[src/rtl/mlr_pkg.sv]
// ----------------------------------------------------------------------------
// mlr_pkg
// Shared constants for the midpoint line rasterizer.
// ----------------------------------------------------------------------------
package mlr_pkg;

    localparam int COORD_BITS_DEF = 10;

    localparam logic CMD_START = 1'b0;
    localparam logic CMD_STEP  = 1'b1;

endpackage

[src/rtl/mlr_if.sv]
// ----------------------------------------------------------------------------
// mlr_cmd_if / mlr_pix_if
// Valid/ready channels carrying command beats and pixel beats.
// ----------------------------------------------------------------------------
interface mlr_cmd_if #(
    parameter int COORD_BITS = mlr_pkg::COORD_BITS_DEF
);
    logic                  valid;
    logic                  ready;
    logic                  cmd;
    logic [COORD_BITS-1:0] start_x;
    logic [COORD_BITS-1:0] start_y;
    logic [COORD_BITS-1:0] end_x;
    logic [COORD_BITS-1:0] end_y;

    modport source (output valid, cmd, start_x, start_y, end_x, end_y, input ready);
    modport sink   (input valid, cmd, start_x, start_y, end_x, end_y, output ready);
endinterface

interface mlr_pix_if #(
    parameter int COORD_BITS = mlr_pkg::COORD_BITS_DEF
);
    logic                  valid;
    logic                  ready;
    logic [COORD_BITS-1:0] pixel_x;
    logic [COORD_BITS-1:0] pixel_y;
    logic                  last;

    modport source (output valid, pixel_x, pixel_y, last, input ready);
    modport sink   (input valid, pixel_x, pixel_y, last, output ready);
endinterface

[src/rtl/midpoint_line_rasterizer_unit.sv]
// ----------------------------------------------------------------------------
// midpoint_line_rasterizer_unit
// Path: command beat -> input reg -> result reg -> pixel beat.
// Throughput: one command beat per cycle unless pixel_chan stalls. Each start,
// and each active-line step, emits one pixel via decision add and update.
// Reset: asynchronous, active low; no line active, all line state zero.
// ----------------------------------------------------------------------------
module midpoint_line_rasterizer_unit #(
    parameter int COORD_BITS = mlr_pkg::COORD_BITS_DEF
) (
    input  logic      clk,
    input  logic      rst_n,
    mlr_cmd_if.sink   cmd_chan,
    mlr_pix_if.source pixel_chan
);

    localparam int C  = COORD_BITS;
    localparam int DW = COORD_BITS + 3;
    localparam int AW = COORD_BITS + 2;

    // input stage
    logic         in_valid_reg;
    logic         cmd_reg;
    logic [C-1:0] sx_reg, sy_reg, ex_reg, ey_reg;

    // line state
    logic [C-1:0]         cur_x_reg, cur_x_next;
    logic [C-1:0]         cur_y_reg, cur_y_next;
    logic signed [DW-1:0] decision_reg, decision_next;
    logic [AW-1:0]        axial_incr_reg, axial_incr_next;
    logic signed [DW-1:0] diag_incr_reg, diag_incr_next;
    logic [C-1:0]         end_major_reg, end_major_next;
    logic                 steep_reg, steep_next;
    logic                 x_negative_reg, x_negative_next;
    logic                 y_negative_reg, y_negative_next;
    logic                 active_reg, active_next;

    // result stage
    logic         out_valid_reg, out_valid_next;
    logic [C-1:0] pix_x_reg, pix_x_next;
    logic [C-1:0] pix_y_reg, pix_y_next;
    logic         pix_last_reg, pix_last_next;

    logic go;
    logic emit;

    logic         xn, yn, st;
    logic [C-1:0] dx, dy, dmaj, dmin;
    logic [C-1:0] nx, ny;
    logic         dec_le_zero;

    assign go = in_valid_reg && (!out_valid_reg || pixel_chan.ready);
    assign cmd_chan.ready = !in_valid_reg || go;

    assign pixel_chan.valid   = out_valid_reg;
    assign pixel_chan.pixel_x = pix_x_reg;
    assign pixel_chan.pixel_y = pix_y_reg;
    assign pixel_chan.last    = pix_last_reg;

    always_comb
    begin
        xn   = ex_reg < sx_reg;
        yn   = ey_reg < sy_reg;
        dx   = xn ? (sx_reg - ex_reg) : (ex_reg - sx_reg);
        dy   = yn ? (sy_reg - ey_reg) : (ey_reg - sy_reg);
        st   = dy > dx;
        dmaj = st ? dy : dx;
        dmin = st ? dx : dy;

        dec_le_zero = decision_reg[DW-1] || (decision_reg == '0);

        nx = x_negative_reg ? (cur_x_reg - 1'b1) : (cur_x_reg + 1'b1);
        ny = y_negative_reg ? (cur_y_reg - 1'b1) : (cur_y_reg + 1'b1);

        cur_x_next      = cur_x_reg;
        cur_y_next      = cur_y_reg;
        decision_next   = decision_reg;
        axial_incr_next = axial_incr_reg;
        diag_incr_next  = diag_incr_reg;
        end_major_next  = end_major_reg;
        steep_next      = steep_reg;
        x_negative_next = x_negative_reg;
        y_negative_next = y_negative_reg;
        active_next     = active_reg;

        emit          = 1'b0;
        pix_x_next    = pix_x_reg;
        pix_y_next    = pix_y_reg;
        pix_last_next = pix_last_reg;

        if (go)
        begin
            unique case (cmd_reg)
                mlr_pkg::CMD_START:
                begin
                    x_negative_next = xn;
                    y_negative_next = yn;
                    steep_next      = st;
                    decision_next   = $signed({2'b00, dmin, 1'b0}) - $signed({3'b000, dmaj});
                    axial_incr_next = {1'b0, dmin, 1'b0};
                    diag_incr_next  = $signed({2'b00, dmin, 1'b0})
                                    - $signed({2'b00, dmaj, 1'b0});
                    end_major_next  = st ? ey_reg : ex_reg;
                    cur_x_next      = sx_reg;
                    cur_y_next      = sy_reg;
                    pix_last_next   = (sx_reg == ex_reg) && (sy_reg == ey_reg);
                    active_next     = !pix_last_next;
                    pix_x_next      = sx_reg;
                    pix_y_next      = sy_reg;
                    emit            = 1'b1;
                end
                mlr_pkg::CMD_STEP:
                begin
                    if (active_reg)
                    begin
                        if (dec_le_zero)
                        begin
                            decision_next = decision_reg + $signed({1'b0, axial_incr_reg});
                            if (steep_reg)
                                cur_y_next = ny;
                            else
                                cur_x_next = nx;
                        end
                        else
                        begin
                            decision_next = decision_reg + diag_incr_reg;
                            cur_x_next    = nx;
                            cur_y_next    = ny;
                        end
                        pix_last_next = (steep_reg ? cur_y_next : cur_x_next) == end_major_reg;
                        active_next   = !pix_last_next;
                        pix_x_next    = cur_x_next;
                        pix_y_next    = cur_y_next;
                        emit          = 1'b1;
                    end
                end
                default:
                begin
                end
            endcase
        end

        if (emit)
            out_valid_next = 1'b1;
        else if (pixel_chan.ready)
            out_valid_next = 1'b0;
        else
            out_valid_next = out_valid_reg;
    end

    always_ff @(posedge clk or negedge rst_n)
    begin
        if (!rst_n)
        begin
            in_valid_reg   <= 1'b0;
            out_valid_reg  <= 1'b0;
            cur_x_reg      <= '0;
            cur_y_reg      <= '0;
            decision_reg   <= '0;
            axial_incr_reg <= '0;
            diag_incr_reg  <= '0;
            end_major_reg  <= '0;
            steep_reg      <= 1'b0;
            x_negative_reg <= 1'b0;
            y_negative_reg <= 1'b0;
            active_reg     <= 1'b0;
        end
        else
        begin
            if (cmd_chan.ready)
                in_valid_reg <= cmd_chan.valid;
            out_valid_reg  <= out_valid_next;
            cur_x_reg      <= cur_x_next;
            cur_y_reg      <= cur_y_next;
            decision_reg   <= decision_next;
            axial_incr_reg <= axial_incr_next;
            diag_incr_reg  <= diag_incr_next;
            end_major_reg  <= end_major_next;
            steep_reg      <= steep_next;
            x_negative_reg <= x_negative_next;
            y_negative_reg <= y_negative_next;
            active_reg     <= active_next;
        end
    end

    always_ff @(posedge clk)
    begin
        if (cmd_chan.ready && cmd_chan.valid)
        begin
            cmd_reg <= cmd_chan.cmd;
            sx_reg  <= cmd_chan.start_x;
            sy_reg  <= cmd_chan.start_y;
            ex_reg  <= cmd_chan.end_x;
            ey_reg  <= cmd_chan.end_y;
        end
        pix_x_reg    <= pix_x_next;
        pix_y_reg    <= pix_y_next;
        pix_last_reg <= pix_last_next;
    end

endmodule
[src/flat_wrapper.sv]
// flat-port wrapper written by rule: the top's interface ports become plain ports
module midpoint_line_rasterizer_unit_flat 
#(
    parameter int COORD_BITS = mlr_pkg::COORD_BITS_DEF
)
  (clk, rst_n, cmd_chan_valid, cmd_chan_cmd, cmd_chan_start_x, cmd_chan_start_y, cmd_chan_end_x, cmd_chan_end_y, cmd_chan_ready, pixel_chan_valid, pixel_chan_pixel_x, pixel_chan_pixel_y, pixel_chan_last, pixel_chan_ready);
  mlr_cmd_if #(.COORD_BITS(COORD_BITS)) cmd_chan_i ();
  mlr_pix_if #(.COORD_BITS(COORD_BITS)) pixel_chan_i ();
  input  logic clk;
  input  logic rst_n;
  input wire logic [$bits(cmd_chan_i.valid)-1:0] cmd_chan_valid;
  input wire logic [$bits(cmd_chan_i.cmd)-1:0] cmd_chan_cmd;
  input wire logic [$bits(cmd_chan_i.start_x)-1:0] cmd_chan_start_x;
  input wire logic [$bits(cmd_chan_i.start_y)-1:0] cmd_chan_start_y;
  input wire logic [$bits(cmd_chan_i.end_x)-1:0] cmd_chan_end_x;
  input wire logic [$bits(cmd_chan_i.end_y)-1:0] cmd_chan_end_y;
  output wire logic [$bits(cmd_chan_i.ready)-1:0] cmd_chan_ready;
  output wire logic [$bits(pixel_chan_i.valid)-1:0] pixel_chan_valid;
  output wire logic [$bits(pixel_chan_i.pixel_x)-1:0] pixel_chan_pixel_x;
  output wire logic [$bits(pixel_chan_i.pixel_y)-1:0] pixel_chan_pixel_y;
  output wire logic [$bits(pixel_chan_i.last)-1:0] pixel_chan_last;
  input wire logic [$bits(pixel_chan_i.ready)-1:0] pixel_chan_ready;
  assign cmd_chan_i.valid = cmd_chan_valid;
  assign cmd_chan_i.cmd = cmd_chan_cmd;
  assign cmd_chan_i.start_x = cmd_chan_start_x;
  assign cmd_chan_i.start_y = cmd_chan_start_y;
  assign cmd_chan_i.end_x = cmd_chan_end_x;
  assign cmd_chan_i.end_y = cmd_chan_end_y;
  assign cmd_chan_ready = cmd_chan_i.ready;
  assign pixel_chan_valid = pixel_chan_i.valid;
  assign pixel_chan_pixel_x = pixel_chan_i.pixel_x;
  assign pixel_chan_pixel_y = pixel_chan_i.pixel_y;
  assign pixel_chan_last = pixel_chan_i.last;
  assign pixel_chan_i.ready = pixel_chan_ready;
  midpoint_line_rasterizer_unit #(.COORD_BITS(COORD_BITS)) u_core (.clk(clk), .rst_n(rst_n), .cmd_chan(cmd_chan_i), .pixel_chan(pixel_chan_i));
endmodule
[config.mk]
export PLATFORM = sky130hd
export DESIGN_NAME = midpoint_line_rasterizer_unit_flat
export DESIGN_NICKNAME = d
export VERILOG_FILES = /design/src/rtl/mlr_pkg.sv /design/src/rtl/mlr_if.sv /design/src/rtl/midpoint_line_rasterizer_unit.sv /design/src/flat_wrapper.sv
export SDC_FILE = /design/constraint.sdc
export NUM_CORES = 1
export LEC_CHECK = 0
export BUFFER_PORTS_ARGS = -buffer_cell sky130_fd_sc_hd__buf_2
export CAP_MARGIN = 20
export CORE_MARGIN = 1.5
export CORE_UTILIZATION = 45
export DETAILED_ROUTE_END_ITERATION = 10
export GPL_ROUTABILITY_DRIVEN = 0
export GPL_TIMING_DRIVEN = 0
export HOLD_SLACK_MARGIN = 0.03
export PLACE_DENSITY = 0.67
export SETUP_SLACK_MARGIN = 0.02
export SLEW_MARGIN = 25
export SYNTH_ARGS = -nofsm -noshare
export SYNTH_HDL_FRONTEND = slang
export SYNTH_SLANG_ARGS = --single-unit
[constraint.sdc]
create_clock -name clk -period 8.7 [get_ports clk]
set_input_delay 2.61 -clock clk [delete_from_list [all_inputs] [get_ports clk]]
set_output_delay 2.61 -clock clk [all_outputs]
set_load 0.005 [all_outputs]
**After elaboration in Yosys (flattened, before gate mapping)**

Cells that the tools add are included.

- Flip-flop bits (word level): 134
- Input bits: 45
- Logic and storage cells: 88

- Add/sub/neg operators: 12
- Magnitude comparators: 3
- Equality and inequality tests: 4
- Multiplexer cells: 34
- Bitwise logic cells: 1
- Reductions and logical operators: 14

Operator list:

| kind | number |
|---|---|
| $mux W10 | 20 |
| $pmux W10 S2 | 2 |
| $sub A10 B10 Y10 | 4 |
| $eq A10 B10 Y1 | 3 |
| $mux W13 | 2 |
| $pmux W13 S2 | 1 |
| $add A10 B1 Y10 const B | 2 |
| $lt A10 B10 Y1 | 2 |
| $sub A10 B1 Y10 const B | 2 |
| $add A13 B12 Y13 | 1 |
| $add A13 B13 Y13 | 1 |
| $logic_not A13 Y1 | 1 |
| $sub A11 B10 Y12 | 1 |
| $sub A11 B11 Y12 | 1 |
| $gt A10 B10 Y1 | 1 |
| $mux W1 | 6 |
| $pmux W1 S2 | 3 |
| $logic_not A1 Y1 | 4 |
| $reduce_and A2 Y1 | 2 |
| $logic_and A1 B1 Y1 | 3 |
| $logic_or A1 B1 Y1 | 3 |
| $ne A2 B2 Y1 const B | 1 |
| $reduce_bool A2 Y1 | 1 |
| $not A1 Y1 | 1 |

**Logic depth before layout (Yosys ltp)**

- Depth in word-level cells: 12
- Mapped depth: 33
- Mapped depth without buffers: 30

**Least setup slack after synthesis**

OpenSTA, ideal clock, no wires.

- Path kind: reg2reg
- From: register u_core.ex_reg[0]
- To: register u_core.decision_reg[10]
- Library setup time: 136 ps
- Arrival time: 6766 ps
- Data required time: 8564 ps
- Slack: 1798 ps
- Stages on the path, launching flop included: 33
- Path buffers: 4
- Period minus slack after synthesis: 6902 ps
- Cell sequence: edfxtp_1 -> inv_1 -> ha_1 -> inv_1 -> fa_1 -> a21o_1 -> a221oi_4 -> o21ai_4 -> buf_2 -> nor3_1 -> a21oi_1 -> o41ai_1 -> xor2_1 -> ha_1 -> a21oi_1 -> o21ai_0 -> or4_1 -> nand2_1 -> clkbuf_1 -> clkbuf_1 -> clkbuf_1 -> o21ai_0 -> fa_1 -> a21o_1 -> a21oi_1 -> o21bai_1 -> a21oi_1 -> o21bai_1 -> a21oi_1 -> o21bai_1 -> a21oi_1 -> xnor2_1 -> o21ai_0

- Word-level cells in the longest chain between the ends: 6
- Elaborated cells between the ends (all ways): 9
- Classes of those cells: add/sub (3); order compare (2); mux (4)

RTL lines:

| what | RTL line | RTL |
|---|---|---|
| start: declaration | midpoint_line_rasterizer_unit.sv:24 | `logic [C-1:0] sx_reg, sy_reg, ex_reg, ey_reg;` |
| start signal: assignment | midpoint_line_rasterizer_unit.sv:193 | `ex_reg <= cmd_chan.end_x;` |
| $sub A10 B10 Y10 or $lt A10 B10 Y1 (tied branches) | midpoint_line_rasterizer_unit.sv:64, midpoint_line_rasterizer_unit.sv:62 |  |
| $mux W10 (*) | midpoint_line_rasterizer_unit.sv:64 | `dx = xn ? (sx_reg - ex_reg) : (ex_reg - sx_reg);` |
| $gt A10 B10 Y1 | midpoint_line_rasterizer_unit.sv:66 | `st = dy > dx;` |
| $mux W10, on equally long branches | midpoint_line_rasterizer_unit.sv:68, midpoint_line_rasterizer_unit.sv:67 |  |
| $sub A11 B10 Y12 (*) | midpoint_line_rasterizer_unit.sv:99 | `decision_next = $signed({2'b00, dmin, 1'b0}) - $signed({3'b000, dmaj});` |
| $pmux W13 S2 (*) | midpoint_line_rasterizer_unit.sv:93 | `unique case (cmd_reg)` |
| end signal: assignment | midpoint_line_rasterizer_unit.sv:175 | `decision_reg <= decision_next;` |
| end: declaration | midpoint_line_rasterizer_unit.sv:29 | `logic signed [DW-1:0] decision_reg, decision_next;` |

Mark *: on every way between the ends. The rest lies on a longest branch, timed or not.
A chain may end at the register's enable or synchronous reset.

**Worst setup path in the final report**

Same ends and word-level chain as after synthesis.

==> qor.yml <==
outcome: "complete, no violations"
critical_path.endpoint: "u_core.decision_reg[10]"
async_reset_ff_share_pct: 53.03
ctsHoldBuffers: 0
p_per_area_nw_per_um2: 434.7
drc_errors: 0
ys_seq_area_share_pct: 37.97
grt_overflow: 0
finalHoldViolations: 0
placementRows: 53
synthTopCellsByArea: "edfxtp_1 20%, dfrtp_1 18%, ha_1 11%"
synth_fa_ha_area_share_pct: 12.86
syn_inst: 1001
crit_start: "u_core.ex_reg[0]"
nFillCells: 1892
path_max_fanout: 10
crit_top_cell: "a21oi_1"
cpPeakStageDelay_ns: 0.59
synth_cell_type_count: 71
stdcell_area_um2: 10920
syn-cell-area_um2: 9518
dp_hpwl_um: 18860
viasPerCell: 5.539
syn_avg_cell_area_um2: 9.508
htreeDepth: 4
clk_path_buf_depth: 2
antenna_found_initial: 1
postCtsSetupRepairBufs: 0
synth-seq-cells: 132
max-vdd-ir-drop_mv: 0.1857
cts_sinks: 132
yosysWarnings: 0
synth-xor-area-share_pct: 6.599
first_pass_iters: 6
reg2reg_slack_ns: 0.67
clock.fmax_ghz: 0.1246
cts_resized: 0
timing.rr.start: "u_core.ex_reg[0]"
cap_violations: 0
multiInputGateArea_um2: 5489
period_minus_slack_ns: 8.026
start_util_pct: 45.56
crit_type: "reg -> reg"
largest_reg_flops: 13
p_leak_nw: 4.989
die_y_um: 148.4
synth_top_area_cell: "edfxtp_1"
cp-start-kind: "register"
wire_per_inst_um: 17.67
grt_usage_pct: 22.77
synthMuxAreaShare_pct: 7.690
clk-insertion-delay-late_ns: 0.43
dr.first_iter.drc_count: 560
core_area_um2: 20890
r2r_cells: 32
end_kind: "register"
fin_nets: 1228
worst_slack_ns: 0.6737
pin_count: 68
min_period_over_period_pct: 92.26
syn-num-nets: 1139
antenna_cells: 0
hp-class: "reg -> reg"
synth_top_family_by_area: "compound AO/OA/AOI/OAI gates"
pre_cts_slack_ns: 0.4304
port_buffers: 67
dpl-instance-area_um2: 10260
antenna_left: 0
crit_slowest_cell: "or4_1"
grt_pass1_vias: 7215
yosys.area_share.simple_pct: 12.76
cp_data_arrival_time_ns: 8.30
synth_top_area_share_pct: 19.56
synth_flop_cell: "dfrtp_1"
dieArea_um2: 22030
cts_tree: "yes"
min_from: "u_core.diag_incr_reg[2]"
synth_edf_count: 62
regArea_um2: 3613
worst-slew-pin-transition_ns: 0.8654
layout-drive-gt1-share_pct: 14.69
clk_pin_slew_ns: 0.06
worstReg2RegEnd: "u_core.decision_reg[10]"
grt_setup_unrepaired: "no"
vias: 7633
finalSetupViolations: 0
cp.required_ns: 8.98
dieWidth_um: 148.4
clock_skew_ns: 0.01244
hold-worst-slack_ns: 0.4707
relSlewSlack_pct: 41.55
cts_root_buffer: "clkbuf_16"
layout_common_cells: "132 x nand2_1, 88 x a21oi_1, 85 x ha_1, 70 x dfrtp_1, 68 x buf_2"
maxSlewViolCount: 0
finalSetupTns_ns: 0
final_common_cell: "nand2_1"
drt_wl_total_um: 24340
synth-compound-area-share_pct: 17.68
syn_to_final_growth_pct: 14.75
cts_buffers: 17
grt_max_degree: 40
grt_pass1_wl_um: 38360
## cell usage after synthesis, types with 7 or more instances
cell type,number
ha_1,85
fa_1,8
edfxtp_1,62
mux2_2,33
nand3_1,15
xnor2_1,45
o21bai_1,14
nor2_1,64
a21o_1,23
a31oi_1,10
mux2i_1,36
nand4_1,7
nand2_1,132
o21ai_0,60
dfrtp_1,70
inv_1,67
a21oi_1,88
xor2_1,19
nor3_1,11
clkbuf_1,28
## worst min path at each step
stage,to,slack [ns],cells after the start
2_1_floorplan,u_core.diag_incr_reg[3],0.43,2
3_3_place_gp,u_core.diag_incr_reg[5],0.45,2
3_5_place_dp,u_core.diag_incr_reg[2],0.46,2
4_1_cts,u_core.diag_incr_reg[2],0.48,2
5_1_grt,u_core.axial_incr_reg[6],0.50,2
6_report,u_core.diag_incr_reg[2],0.47,2
## routing by layer
layer | global-route usage [%] | vias up | part of all wire [%]
met5 | 0 | - | 0
met3 | 4.387 | 39 | 5.1
met2 | 35.05 | 211 | 45
met4 | 7.772 | 0 | 2.6
met1 | 32.11 | 3632 | 48
li1 | - | 3751 | -
## kinds of logic after synthesis
kind of cell	after synthesis
AOI/OAI and AO/OA	260
xor gates and xnor gates	67
adders and majority gates	93
buffers and inverters	107
DFF	132
muxes	69
and+or+nand+nor	273
## through the flow
step                      utilization [%]  instances  power, mW
after floorplan                         -       1001      3.234
after global placement              48.82       1343      3.828
after detailed placement            49.13       1346      3.887
after CTS                           52.24       1378      4.702
after global routing                52.29       1378      5.140
final                               52.29       1378      4.748
## area by class of cell
class                           instances  area share, %
Multi-Input combinational cell        762          50.26
Sequential cell                       132          33.09
Clock buffer                           20          4.090
Timing Repair Buffer                   70          3.643
Tap cell                              275          3.150
Inverter                               68          2.337
Clock inverter                         12          1.867
Buffer                                 39          1.569
## report_power, final
group	switching, mW	leakage [nW]	internal (mW)	total, mW
clock	0.277	0.306	0.516	0.794
sequential	0.153	1.44	0.877	1.03
combinational	1.66	3.24	1.27	2.92
total	2.09	4.99	2.66	4.75
## worst max-delay path, delay by kind of cell, from the launching register on
kind / cells / cell delay [ns]
adders and majority gates: 4 / 1.43
xor gates and xnor gates: 2 / 0.45
AOI/OAI and AO/OA: 17 / 3.37
DFF: 1 / 0.46
buffers and inverters: 6 / 1.24
and+or+nand+nor: 3 / 0.90
Power figures use the tool's default switching activity.
